**config.mk**
```make
export PLATFORM = sky130hd
export DESIGN_NAME = rtaq_hsl
export DESIGN_NICKNAME = d
export VERILOG_FILES = /design/src/rtl/rtaq_pkg.sv /design/src/rtl/rtaq_div.sv /design/src/rtl/rtaq_hsl.sv
export SDC_FILE = /design/constraint.sdc
export NUM_CORES = 1
export LEC_CHECK = 0
export BUFFER_PORTS_ARGS = -buffer_cell sky130_fd_sc_hd__buf_2
export CELL_PAD_IN_SITES_DETAIL_PLACEMENT = 0
export CELL_PAD_IN_SITES_GLOBAL_PLACEMENT = 2
export CORE_UTILIZATION = 30
export CTS_CLUSTER_SIZE = 14
export DETAILED_ROUTE_END_ITERATION = 10
export PLACE_DENSITY = 0.74
export SLEW_MARGIN = 20
export SYNTH_ARGS = -nofsm -noshare
export SYNTH_HDL_FRONTEND = slang
export SYNTH_SLANG_ARGS = --single-unit
export TNS_END_PERCENT = 50
```
**constraint.sdc**
```tcl
create_clock -name clk -period 10.8 [get_ports clk]
set_input_delay 2.16 -clock clk [delete_from_list [all_inputs] [get_ports clk]]
set_output_delay 2.16 -clock clk [all_outputs]
set_load 0.01 [all_outputs]
```
**src/rtl/rtaq_pkg.sv**
```systemverilog
// Shared types, constants and the HSL palette table for the RGBA to 256-color quantizer.
// No dependencies; every other file in rtl/ imports this package.
package rtaq_pkg;

	localparam int PALETTE_SIZE = 256;
	localparam int CELL_BITS    = 4;
	localparam int STEP_BITS    = 4;
	localparam int NUM_CELLS    = 1 << CELL_BITS;
	localparam int DIST_BITS    = 18;
	localparam int DIVN_BITS    = 15;

	// one palette color in integer HSL
	typedef struct packed {
		logic [8:0] h;
		logic [6:0] s;
		logic [6:0] l;
	} pal_entry_t;

	// item travelling along the search chain
	typedef struct packed {
		logic [8:0]           h;
		logic [6:0]           s;
		logic [6:0]           l;
		logic [7:0]           best;
		logic [DIST_BITS-1:0] best_d;
	} cell_item_t;

	// shared divider request and response
	typedef struct packed {
		logic                 start;
		logic [DIVN_BITS-1:0] dividend;
		logic [7:0]           divisor;
	} div_req_t;

	typedef struct packed {
		logic                 done;
		logic [DIVN_BITS-1:0] quot;
		logic                 rem_nz;
	} div_rsp_t;

	localparam pal_entry_t PAL_HSL [256] = '{
		'{0,0,0},'{0,100,25},'{120,100,25},'{60,100,25},'{240,100,25},'{300,100,25},
		'{180,100,25},'{0,0,75},
		'{0,0,50},'{0,100,50},'{120,100,50},'{60,100,50},'{240,100,50},'{300,100,50},
		'{180,100,50},'{0,0,100},
		'{0,0,0},'{240,99,18},'{240,100,26},'{240,100,34},'{240,100,42},'{240,100,50},
		'{120,99,18},'{180,99,18},
		'{205,99,18},'{230,99,18},'{255,99,18},'{281,99,18},'{120,100,26},'{162,100,26},
		'{180,100,26},'{197,100,26},
		'{215,100,26},'{233,100,26},'{120,100,34},'{152,100,34},'{166,100,34},'{180,100,34},
		'{193,100,34},'{207,100,34},
		'{120,100,42},'{146,100,42},'{157,100,42},'{168,100,42},'{180,100,42},'{191,100,42},
		'{120,100,50},'{142,100,50},
		'{151,100,50},'{161,100,50},'{170,100,50},'{180,100,50},'{0,99,18},'{300,99,18},
		'{282,100,26},'{272,100,34},
		'{266,100,42},'{262,100,50},'{60,99,18},'{0,0,37},'{240,17,45},'{240,33,52},
		'{240,60,60},'{240,100,68},
		'{77,100,26},'{120,17,45},'{180,17,45},'{240,17,45},'{300,17,45},'{359,17,45},
		'{87,100,34},'{120,33,52},
		'{150,33,52},'{180,33,52},'{210,33,52},'{240,33,52},'{93,100,42},'{120,60,60},
		'{140,60,60},'{160,60,60},
		'{180,60,60},'{200,60,60},'{97,100,50},'{120,100,68},'{135,100,68},'{150,100,68},
		'{165,100,68},'{180,100,68},
		'{0,100,26},'{317,100,26},'{300,100,26},'{286,100,34},'{277,100,42},'{271,100,50},
		'{142,17,45},'{0,17,45},
		'{300,17,45},'{270,33,52},'{260,60,60},'{255,100,68},'{60,100,26},'{60,17,45},
		'{0,0,52},'{240,20,60},
		'{240,50,68},'{240,100,76},'{73,100,34},'{90,33,52},'{120,20,60},'{180,20,60},
		'{240,20,60},'{300,20,60},
		'{82,100,42},'{100,60,60},'{120,50,68},'{150,50,68},'{180,50,68},'{210,50,68},
		'{88,100,50},'{105,100,68},
		'{120,100,76},'{140,100,76},'{160,100,76},'{180,100,76},'{0,100,34},'{327,100,34},
		'{313,100,34},'{300,100,34},
		'{288,100,42},'{281,100,50},'{71,33,52},'{0,33,52},'{330,33,52},'{300,33,52},
		'{280,60,60},'{270,100,68},
		'{202,20,60},'{60,20,60},'{0,20,60},'{300,20,60},'{270,50,68},'{260,100,76},
		'{60,100,34},'{60,33,52},
		'{60,20,60},'{0,0,68},'{240,33,76},'{240,100,84},'{71,100,42},'{80,60,60},
		'{90,50,68},'{120,33,76},
		'{180,33,76},'{240,33,76},'{78,100,50},'{90,100,68},'{100,100,76},'{120,100,84},
		'{150,100,84},'{180,100,84},
		'{0,100,42},'{333,100,42},'{322,100,42},'{311,100,42},'{300,100,42},'{290,100,50},
		'{47,60,60},'{0,60,60},
		'{340,60,60},'{320,60,60},'{300,60,60},'{285,100,68},'{101,50,68},'{30,50,68},
		'{0,50,68},'{330,50,68},
		'{300,50,68},'{280,100,76},'{262,33,76},'{120,33,76},'{60,33,76},'{0,33,76},
		'{300,33,76},'{270,100,84},
		'{60,100,42},'{60,60,60},'{60,50,68},'{60,33,76},'{0,0,84},'{240,100,92},
		'{69,100,50},'{75,100,68},
		'{80,100,76},'{90,100,84},'{120,100,92},'{180,100,92},'{0,100,50},'{337,100,50},
		'{328,100,50},'{318,100,50},
		'{309,100,50},'{300,100,50},'{35,100,68},'{0,100,68},'{345,100,68},'{330,100,68},
		'{315,100,68},'{300,100,68},
		'{67,100,76},'{20,100,76},'{0,100,76},'{340,100,76},'{320,100,76},'{300,100,76},
		'{131,100,84},'{60,100,84},
		'{30,100,84},'{0,100,84},'{330,100,84},'{300,100,84},'{322,100,92},'{180,100,92},
		'{120,100,92},'{60,100,92},
		'{0,100,92},'{300,100,92},'{60,100,50},'{60,100,68},'{60,100,76},'{60,100,84},
		'{60,100,92},'{0,0,100},
		'{0,0,3},'{0,0,7},'{0,0,10},'{0,0,14},'{0,0,18},'{0,0,22},'{0,0,26},'{0,0,30},
		'{0,0,34},'{0,0,38},'{0,0,42},'{0,0,46},'{0,0,50},'{0,0,54},'{0,0,58},'{0,0,61},
		'{0,0,65},'{0,0,69},'{0,0,73},'{0,0,77},'{0,0,81},'{0,0,85},'{0,0,89},'{0,0,93}
	};

	// x / 255 for x below 65280, by reciprocal with correction
	function automatic logic [7:0] div255(input logic [15:0] x);
		logic [16:0] t;
		t = 17'(x) + 17'(x >> 8) + 17'd1;
		return t[15:8];
	endfunction

endpackage

```
**src/rtl/rtaq_div.sv**
```systemverilog
// Shared restoring divider, one quotient bit per cycle, 15-bit dividend by 8-bit divisor.
// Depends on rtaq_pkg.
module rtaq_div (
	input  logic                clk,
	input  logic                arst_n,
	input  rtaq_pkg::div_req_t  req,
	output rtaq_pkg::div_rsp_t  rsp
);
	import rtaq_pkg::*;

	logic                 busy_q;
	logic                 done_q;
	logic [3:0]           cnt_q;
	logic [7:0]           rem_q;
	logic [DIVN_BITS-1:0] quo_q;
	logic [7:0]           dvs_q;
	logic [8:0]           trial;
	logic                 qbit;
	logic [7:0]           rem_nx;

	// one restoring step
	always_comb begin
		trial  = {rem_q, quo_q[DIVN_BITS-1]};
		qbit   = (trial >= {1'b0, dvs_q});
		rem_nx = qbit ? 8'(trial - {1'b0, dvs_q}) : trial[7:0];
	end

	// control
	always_ff @(posedge clk or negedge arst_n) begin
		if (!arst_n) begin
			busy_q <= 1'b0;
			done_q <= 1'b0;
			cnt_q  <= '0;
		end else begin
			done_q <= 1'b0;
			if (req.start) begin
				busy_q <= 1'b1;
				cnt_q  <= '0;
			end else if (busy_q) begin
				cnt_q <= cnt_q + 4'd1;
				if (cnt_q == 4'(DIVN_BITS - 1)) begin
					busy_q <= 1'b0;
					done_q <= 1'b1;
				end
			end
		end
	end

	// datapath
	always_ff @(posedge clk) begin
		if (req.start) begin
			rem_q <= '0;
			quo_q <= req.dividend;
			dvs_q <= req.divisor;
		end else if (busy_q) begin
			rem_q <= rem_nx;
			quo_q <= {quo_q[DIVN_BITS-2:0], qbit};
		end
	end

	assign rsp.done   = done_q;
	assign rsp.quot   = quo_q;
	assign rsp.rem_nz = |rem_q;

	// a new division may start in the cycle that reports the previous result
	a_start_idle: assert property (@(posedge clk) disable iff (!arst_n)
		req.start |-> !busy_q)
		else $error("divider started while busy");
	a_done_after_busy: assert property (@(posedge clk) disable iff (!arst_n)
		done_q |-> $past(busy_q) && !busy_q)
		else $error("divider done without a running division");

endmodule

```
**src/rtl/rtaq_hsl.sv**
```systemverilog
// Front end: alpha scaling, max/min, and integer HSL using the shared divider.
// Depends on rtaq_pkg and rtaq_div.
module rtaq_hsl (
	input  logic                  clk,
	input  logic                  arst_n,
	input  logic                  in_valid,
	output logic                  in_ready,
	input  logic [31:0]           in_px,
	output logic                  out_valid,
	input  logic                  out_ready,
	output rtaq_pkg::cell_item_t  out_item
);
	import rtaq_pkg::*;

	typedef enum logic [5:0] {
		ST_IDLE  = 6'b000001,
		ST_SCALE = 6'b000010,
		ST_PREP  = 6'b000100,
		ST_HDIV  = 6'b001000,
		ST_SDIV  = 6'b010000,
		ST_OUT   = 6'b100000
	} hsl_state_t;

	hsl_state_t state_q;
	logic [7:0] red_q, green_q, blue_q, alpha_q;
	logic [7:0] r_q, g_q, b_q;
	logic       neg_q;
	logic [7:0] off_q;
	logic [DIVN_BITS-1:0] snum_q;
	logic [7:0] sden_q;
	logic [8:0] h_q;
	logic [6:0] s_q, l_q;

	div_req_t dreq;
	div_rsp_t drsp;

	// prep values
	logic [7:0] mx, mn, dlt, mag, dev;
	logic [8:0] sum;
	logic signed [8:0] diff;
	logic [7:0] off;
	logic [14:0] lt;
	logic [6:0] lum;
	logic grey;

	always_comb begin
		mx = r_q;
		mn = r_q;
		if (g_q > mx) mx = g_q;
		if (b_q > mx) mx = b_q;
		if (g_q < mn) mn = g_q;
		if (b_q < mn) mn = b_q;
		dlt  = mx - mn;
		sum  = {1'b0, mx} + {1'b0, mn};
		grey = (dlt == 8'd0);
		if (r_q == mx) begin
			diff = $signed({1'b0, g_q}) - $signed({1'b0, b_q});
			off  = 8'd0;
		end else if (g_q == mx) begin
			diff = $signed({1'b0, b_q}) - $signed({1'b0, r_q});
			off  = 8'd120;
		end else begin
			diff = $signed({1'b0, r_q}) - $signed({1'b0, g_q});
			off  = 8'd240;
		end
		mag = diff[8] ? 8'(-diff) : diff[7:0];
		dev = (sum >= 9'd255) ? 8'(sum - 9'd255) : 8'(9'd255 - sum);
		lt  = 15'(sum) * 15'd50;
		lum = 7'(div255(16'(lt)));
	end

	// hue finish: floor toward minus infinity, then wrap
	logic [6:0]         qmag;
	logic signed [10:0] hs;
	always_comb begin
		qmag = drsp.quot[6:0] + 7'(neg_q & drsp.rem_nz);
		hs   = neg_q ? $signed(11'(off_q)) - $signed(11'(qmag))
		             : $signed(11'(off_q)) + $signed(11'(qmag));
		if (hs < 0) hs = hs + 11'sd360;
	end

	// divider requests
	always_comb begin
		dreq = '0;
		if (state_q == ST_PREP && !grey) begin
			dreq.start    = 1'b1;
			dreq.dividend = DIVN_BITS'(mag) * DIVN_BITS'(60);
			dreq.divisor  = dlt;
		end else if (state_q == ST_HDIV && drsp.done) begin
			dreq.start    = 1'b1;
			dreq.dividend = snum_q;
			dreq.divisor  = sden_q;
		end
	end

	rtaq_div u_div (
		.clk    (clk),
		.arst_n (arst_n),
		.req    (dreq),
		.rsp    (drsp)
	);

	// sequencer
	always_ff @(posedge clk or negedge arst_n) begin
		if (!arst_n) begin
			state_q <= ST_IDLE;
		end else begin
			case (state_q)
				ST_IDLE:  if (in_valid) state_q <= ST_SCALE;
				ST_SCALE: state_q <= ST_PREP;
				ST_PREP:  state_q <= grey ? ST_OUT : ST_HDIV;
				ST_HDIV:  if (drsp.done) state_q <= ST_SDIV;
				ST_SDIV:  if (drsp.done) state_q <= ST_OUT;
				ST_OUT:   if (out_ready) state_q <= ST_IDLE;
				default:  state_q <= ST_IDLE;
			endcase
		end
	end

	// payload
	always_ff @(posedge clk) begin
		if (state_q == ST_IDLE && in_valid) begin
			red_q   <= in_px[7:0];
			green_q <= in_px[15:8];
			blue_q  <= in_px[23:16];
			alpha_q <= in_px[31:24];
		end
		if (state_q == ST_SCALE) begin
			r_q <= div255(16'(red_q) * 16'(alpha_q));
			g_q <= div255(16'(green_q) * 16'(alpha_q));
			b_q <= div255(16'(blue_q) * 16'(alpha_q));
		end
		if (state_q == ST_PREP) begin
			neg_q  <= diff[8];
			off_q  <= off;
			snum_q <= DIVN_BITS'(dlt) * DIVN_BITS'(100);
			sden_q <= 8'd255 - dev;
			l_q    <= lum;
			h_q    <= '0;
			s_q    <= '0;
		end
		if (state_q == ST_HDIV && drsp.done) h_q <= hs[8:0];
		if (state_q == ST_SDIV && drsp.done) s_q <= drsp.quot[6:0];
	end

	assign in_ready         = (state_q == ST_IDLE);
	assign out_valid        = (state_q == ST_OUT);
	assign out_item.h       = h_q;
	assign out_item.s       = s_q;
	assign out_item.l       = l_q;
	assign out_item.best    = '0;
	assign out_item.best_d  = '1;

	a_div_only_in_div: assert property (@(posedge clk) disable iff (!arst_n)
		drsp.done |-> (state_q == ST_HDIV || state_q == ST_SDIV))
		else $error("divider result with no division pending");

endmodule

```
Yosys cells after proc, flatten, opt, wreduce, memory -nomap -nowiden
Index checks and enable logic that the tools add are counted.

Bits in registers: 152. Bits of input ports: 36. Output and inout bits: 51. Word-level logic and storage cells: 116.

$add $sub $neg: 23. Multipliers: 6. Magnitude comparators: 7. Equality and inequality tests: 13. Multiplexer cells: 34. Bitwise logic cells: 1. Reductions and logical operators: 11.

Operator list (count): $mux 8 (8); $add 16x1->16 const B (3); $add 16x8->16 (3); $mul 8x8->16 (3); $mux 24 (2); $mux 9 (5); $pmux 6 s6 (1); $mux 15 (2); $mux 6 (5); $sub 8x8->9 (3); $eq 8x8->1 (2); $gt 8x8->1 (2); $lt 8x8->1 (2); $sub 8x8->8 (2); $sub 8x8->8 const A (2); $add 15x1->15 const B (1); $add 15x7->15 (1); $mul 9x5->14 const B (1); $mux 7 (2); $mul 8x5->13 const B (1); $mul 8x4->12 const B (1); $lt 11x1->1 const B (1); $mux 11 (1); $add 8x7->9 (1); 27 further kinds (40).

Logic depth before layout (Yosys ltp)
Gate-level depths: netlist (run 1).

Word-level depth: 12. Mapped depth: 44. Mapped depth without buffers: 43.

Modules after synthesis
A second synthesis (run 1) with hierarchy kept.

Cell total of the unflattened synthesis: 2108. Area total of the unflattened synthesis: 19416.1 µm².

Modules (own cells, without submodules): rtaq_hsl (instances 1, cells each 1942, area each 17466.8 µm², seq. area each 3244.4 µm²); rtaq_div (instances 1, cells each 166, area each 1949.4 µm², seq. area each 1001.0 µm²).

Worst setup path after synthesis (run 1)
OpenSTA, ideal clock, no wires.

Path type: register -> register. From: register g_q[1]. To: register l_q[6] (data pin). Setup time: 0.263 ns. Data arrival time: 8.658 ns. Required time: 10.537 ns. Slack: 1.880 ns. Stages on the path, launching flop included: 43. Buffers on the path: 3. Clock period less this slack: 8.920 ns. Path through: edfxtp_1 -> inv_1 -> ha_1 -> nand3b_1 -> a211o_1 -> nand2_1 -> clkbuf_1 -> a21oi_1 -> ha_1 -> a21oi_1 -> o21ai_0 -> nor2_1 -> or4b_1 -> buf_2 -> nand3_4 -> mux2i_1 -> ha_1 -> clkbuf_1 -> [7 not listed] -> fa_1 -> inv_1 -> ha_1 -> nor2b_1 -> o21ai_0 -> a21boi_0 -> o21ai_0 -> nand2b_1 -> a21o_1 -> a21oi_1 -> xnor2_1 -> ha_1 -> a31o_2 -> a21oi_1 -> a211oi_1 -> and3_1 -> nand3_1 -> xnor2_1.

Word-level cells in the longest chain between the ends: 8. Elaborated cells on any way between the ends: 12. Classes of those cells: add/sub (3); mul (1); order compare (4); mux (4).

RTL lines: start: declaration (RTL line rtaq_hsl.sv:26) `logic [7:0] r_q, g_q, b_q;`; start signal: assignment (RTL line rtaq_hsl.sv:130) `g_q <= div255(16'(green_q) * 16'(alpha_q));`; $gt 8x8->1 or $lt 8x8->1 (tied branches) (RTL line rtaq_hsl.sv:49, rtaq_hsl.sv:51); $mux 8 (on tied branches) (RTL line rtaq_hsl.sv:49, rtaq_hsl.sv:51); $gt 8x8->1 or $lt 8x8->1 (tied branches) (RTL line rtaq_hsl.sv:50, rtaq_hsl.sv:52); $mux 8 (on tied branches) (RTL line rtaq_hsl.sv:50, rtaq_hsl.sv:52); $add 8x8->9 * (RTL line rtaq_hsl.sv:54) `sum = {1'b0, mx} + {1'b0, mn};`; $mul 9x5->14 * (RTL line rtaq_hsl.sv:68) `lt = 15'(sum) * 15'd50;`; $add 15x7->15 * (RTL line rtaq_pkg.sv:108) `t = 17'(x) + 17'(x >> 8) + 17'd1;`; $add 15x1->15 * (RTL line rtaq_pkg.sv:108); via lum[6] (RTL line rtaq_hsl.sv:43) `logic [6:0] lum;`; end signal: assignment (RTL line rtaq_hsl.sv:138) `l_q <= lum;`; end: declaration (RTL line rtaq_hsl.sv:32) `logic [6:0] s_q, l_q;`.

Mark *: on every way through the listed nets, which the timed path passes. The rest lies on a longest branch. A chain may end at the register's enable or synchronous reset.

Final worst setup path (run 1)
From: register r_q[6]. To: register l_q[6] (data pin).

Word-level cells in the longest chain between the ends: 8. Elaborated cells on any way between the ends: 12. Classes of those cells: add/sub (3); mul (1); order compare (4); mux (4).

RTL lines: start: declaration (RTL line rtaq_hsl.sv:26); start signal: assignment (RTL line rtaq_hsl.sv:129) `r_q <= div255(16'(red_q) * 16'(alpha_q));`; $gt 8x8->1 or $lt 8x8->1 (tied branches) (RTL line rtaq_hsl.sv:49, rtaq_hsl.sv:51); $mux 8 (on tied branches) (RTL line rtaq_hsl.sv:49, rtaq_hsl.sv:51); $gt 8x8->1 or $lt 8x8->1 (tied branches) (RTL line rtaq_hsl.sv:50, rtaq_hsl.sv:52); $mux 8 (on tied branches) (RTL line rtaq_hsl.sv:50, rtaq_hsl.sv:52); $add 8x8->9 * (RTL line rtaq_hsl.sv:54); $mul 9x5->14 * (RTL line rtaq_hsl.sv:68); $add 15x7->15 * (RTL line rtaq_pkg.sv:108); $add 15x1->15 * (RTL line rtaq_pkg.sv:108); via lum[6] (RTL line rtaq_hsl.sv:43).

Marks and branches as above.

==> results of run 1 <==
[cell families after synthesis]
family          synth area share
buf+inv                   0.0815
flops                      0.227
mux                       0.0174
simple gates               0.131
fa+ha+maj                  0.337
other cells             0.000401
xor+xnor                  0.0817
compound gates             0.125
[stage by stage]
stage	std cells	setup WS [ns]	util	area, um^2
after detailed placement	2872	0.506	0.322	19800
after global routing	2909	0.0903	0.332	20500
after CTS	2904	0.466	0.331	20400
after global placement	2872	0.658	0.322	19800
final	2909	0.934	0.332	20500
after floorplan	2036	1.88	-	18800
[critical path: cells and delay by family (launching register included)]
family	cells	cell delay, ns
AOI/OAI and AO/OA	14	2.88
adders and majority gates	8	2.83
and+or+nand+nor	9	2.14
xor gates and xnor gates	3	0.63
DFF	1	0.51
muxes	1	0.39
buffers and inverters	3	0.22
[layout make-up]
| class | count | area (um^2) |
|---|---|---|
| clock buffer | 17 | 425 |
| tap | 837 | 1050 |
| multi-input combinational | 1515 | 13100 |
| timing repair buffer | 75 | 413 |
| inverter | 304 | 1140 |
| fill | 6466 | 41200 |
| clock inverter | 15 | 160 |
| sequential | 146 | 4250 |
[per-layer routing]
layer,vias up,GRT usage,wire (um)
met5,-,0,0
met4,0,0.0458,774
met3,46,0.0217,982
met2,175,0.245,20800
met1,6426,0.175,19900
li1,6793,-,-
[final timing paths]
| check | slack, ns | cells past startpoint | end | start |
|---|---|---|---|---|
| setup reg to reg | 0.93 | 38 | l_q[6] | r_q[6] |
| min in group asynchronous | 1.54 | 1 | state_q[2] | arst_n |
| setup / recovery | 0.93 | 38 | l_q[6] | r_q[6] |
| hold / removal | 0.51 | 2 | u_div.rem_q[7] | u_div.rem_q[7] |
| max in group asynchronous | 8.99 | 1 | state_q[0] | arst_n |
| hold reg to reg | 0.51 | 2 | u_div.rem_q[7] | u_div.rem_q[7] |
[repair_timing]
item / 4_1_cts / 5_1_grt
gates resized for setup: 0 / 4
hold buffers: 0 / 0
setup endpoints to repair: 0 / 8
buffers inserted: 0 / 5
[cells in the final DEF, fill, tap and decap left out, types with 17 or more instances in the layout]
| cell | synthesis | routed |
|---|---|---|
| a211oi_1 | 17 | 17 |
| a21o_1 | 42 | 42 |
| a21oi_1 | 134 | 133 |
| and2_1 | 105 | 104 |
| buf_2 | 3 | 60 |
| clkbuf_16 | 0 | 17 |
| conb_1 | 2 | 26 |
| edfxtp_1 | 126 | 126 |
| fa_1 | 131 | 131 |
| ha_1 | 293 | 293 |
| inv_1 | 304 | 304 |
| nand2_1 | 186 | 185 |
| nand3_1 | 27 | 27 |
| nor2_1 | 111 | 110 |
| o21ai_0 | 36 | 36 |
| o21bai_1 | 46 | 46 |
| xnor2_1 | 118 | 118 |
| xor2_1 | 49 | 49 |
==> flow_summary.toml, run 1 <==
[grt]
antenna_found_initial = 0
grt_pass1_wl_um = 70500
grt_use_total = 0.140
grt_max_degree = 35
overflow = 0
grt_pass1_vias = 13900

[logic_synthesis]
netlist_area_um2 = 18700
synth.largest_area_cell = "edfxtp_1"
ys_types = 77
synth.yosys.seq_area_share = 0.227
async_flop_share = 0.0822
ys_seq_elements = 146
synthTopCellsByArea = "edfxtp_1, ha_1, fa_1"
synth_cells = 2012
syn_avg_cell_area_um2 = 9.30
synth_top_area_frac = 0.202
yosysMostFrequentCell = "inv_1"
ys_warn_count = 0
synth-edff-count = 126
yosys-top-cells-count = "inv_1, ha_1, nand2_1, a21oi_1, fa_1"
yosys_most_used_dff = "edfxtp_1"

[sta]
min_period_ns = 9.87
fmaxAchievable_mhz = 101
hold_violations = 0
slew-limit-headroom = 0.287
clock_skew_ns = 0.0164
final-setup-viol-count = 0
fin_crit_sh = 0.914
whs_ns = 0.514
rsz0062_at_grt = "no"
fin_tns_setup_ns = 0
slew_viol_final = 0
tightest_slew_ns = 1.07

[clock_network]
insertion_delay_ns = 0.49
clock-sinks = 146
clockBufferDepth = 2
cts-buffers-inserted = 17
tritoncts = "done"
path_clk_slew_ns = 0.08
root_buffer = "clkbuf_16"
htree_levels = 4

[worst_setup_path]
worstPathArrival_ns = 10.09
path_class = "reg2reg"
cp-end-kind = "register"
max_stage_delay_ns = 0.63
crit_top_cell = "ha_1"
cp-start-kind = "register"
cp_slowest_cell = "or4b_1"
crit_required_ns = 11.02
cp_max_fo = 19

[finish]
nNetsFinal = 2519
area_growth_pct = 9.54
regMostFlops = "u_div.quo_q"
diodes = 0
largest_register_ffs = 15
reg_top3 = "u_div.quo_q (15), snum_q (12), h_q (9)"
drive_gt1_frac = 0.0695

[routing]
antenna_left = 0
drt-initial-drc-count = 482
wire_per_inst_um = 14.6
drc = 0
num_vias = 13400
wl_um = 42400
firstDrtPassIters = 5
viasPerCell = 4.62

[floorplan]
rows = 91
core_um2 = 61700
fp.dieW_um = 252
initial_core_util = 0.303
pin_count = 87
die_h_um = 252
die-area_um2 = 63400

[hold_path]
hold_path.class = "reg2reg"

[job]
drv_cap = 0

[run_status]
status = "complete, no violations"

[place]
dp.final_hpwl_um = 34500
io_buffers = 60
place.gp.congestion = 0.827
Power of run 1 is left out: the tool's default activity adds up to more than one toggle a clock period on the data nets, which glitch-free logic cannot reach.
==> run 2: changes to the inputs <==
Settings changed: CELL_PAD_IN_SITES_DETAIL_PLACEMENT 0 to 2, SKIP_CTS_REPAIR_TIMING from default to 1.
==> run 2 against run 1 <==
Compared with the run above: non-clock buffer count is 3 higher; critical endpoint unchanged; clock skew is 0.0013 ns lower; global-route usage is 2.9 points higher; via count is 4.8% higher; cell count is 0.10% higher; design area is 0.25% higher; sequential share of layout area is 0.052 points lower; critical path type unchanged; flip-flop and latch count stayed put; critical path depth is 1 higher.
==> flow_summary.toml, run 2 (same netlist as run 1, synthesis figures left out) <==
[sta]
whs_ns = 0.520
slew_viol_final = 0
slew-limit-headroom = 0.270
clock_skew_ns = 0.0151
tightest_slew_ns = 1.09
final-setup-viol-count = 0
fin_crit_sh = 0.941
min_period_ns = 10.17
hold_violations = 0
fmaxAchievable_mhz = 98.4

[routing]
antenna_left = 0
num_vias = 14100
firstDrtPassIters = 4
drc = 0
drt-initial-drc-count = 307
wire_per_inst_um = 17.6
viasPerCell = 4.84
wl_um = 51200

[worst_setup_path]
crit_top_cell = "ha_1"
worstPathArrival_ns = 10.41
rrSetupSlack_ns = 0.63
max_stage_delay_ns = 0.64
cp-start-kind = "register"
crit_required_ns = 11.04
reg2regPathDepth = 39
cp_slowest_cell = "or4b_1"
cp_max_fo = 16
path_class = "reg2reg"
cp-end-kind = "register"

[finish]
final_common_cell = "inv_1"
drive_gt1_frac = 0.0704
regMostFlops = "u_div.quo_q"
reg_top3 = "u_div.quo_q (15), snum_q (12), h_q (9)"
area_growth_pct = 9.81
final_cell_mix = "inv_1, ha_1, nand2_1"
diodes = 0
largest_register_ffs = 15
nNetsFinal = 2522

[hold_path]
min_path_cells = 2
hold_path.class = "reg2reg"

[grt]
grt_pass1_vias = 16400
grt_pass1_wl_um = 84800
grt_max_degree = 35
antenna_found_initial = 0
overflow = 0
grt_use_total = 0.169

[clock_network]
insertion_delay_ns = 0.50
tritoncts = "done"
htree_levels = 4
root_buffer = "clkbuf_16"
cts-buffers-inserted = 17
clockBufferDepth = 2
clock-sinks = 146
path_clk_slew_ns = 0.07

[floorplan]
initial_core_util = 0.303
die-area_um2 = 63400
rows = 91
pin_count = 87
core_um2 = 61700
die_h_um = 252
fp.dieW_um = 252

[place]
dp.final_hpwl_um = 42100
place.gp.congestion = 0.827
io_buffers = 60

[run_status]
status = "complete, no violations"

[job]
drv_cap = 0
## run 2: cell types whose count changed in the layout (fill, tap and decap cells not counted), sizes merged
cell / previous run / this run
buf: 75 / 78
bufinv: 1 / 3
clkinv: 1 / 4
clkinvlp: 4 / 0
inv: 313 / 312
## run 2: area by class of cell
type | count | area, um^2
inverters | 304 | 1140
well taps | 837 | 1050
clock inverters | 15 | 193
multi-input cells | 1515 | 13100
clock buffers | 17 | 425
repair buffers | 78 | 435
flip-flops and latches | 146 | 4250
fillers | 6988 | 41200
## run 2: metrics by stage
step	setup slack, ns	util	cell area, um^2	setup TNS [ns]	instances
6_report	0.635	0.333	20500	0	2912
5_1_grt	-0.0226	0.333	20500	-0.0226	2912
4_1_cts	0.176	0.332	20500	0	2904
3_5_place_dp	0.195	0.322	19800	0	2872
3_3_place_gp	0.658	0.322	19800	0	2872
2_1_floorplan	1.88	-	18800	0	2036
## run 2: metal layers
layer	vias up	GRT usage	part of all wire
met5	-	0	0
met4	0	0.0509	0.018
met3	58	0.0255	0.021
met2	141	0.316	0.53
met1	7119	0.197	0.43
li1	6769	-	-
## run 2: worst paths after layout
check                               startpoint        endpoint
worst max-delay path                    g_q[6]          l_q[6]
min in group asynchronous               arst_n      state_q[1]
max in group asynchronous               arst_n      state_q[0]
worst min register to register  u_div.rem_q[7]  u_div.rem_q[7]
worst max register to register          g_q[6]          l_q[6]
worst min-delay path            u_div.rem_q[7]  u_div.rem_q[7]
## run 2: critical path, delay by kind of cell, from the launching register on
| kind | cells | cell delay [ns] |
|---|---|---|
| mux | 1 | 0.37 |
| fa+ha+maj | 8 | 2.76 |
| simple gates | 10 | 2.25 |
| xor+xnor | 3 | 0.76 |
| compound gates | 13 | 2.92 |
| buf+inv | 4 | 0.39 |
| flops | 1 | 0.44 |
Power of run 2 is left out for the same reason.
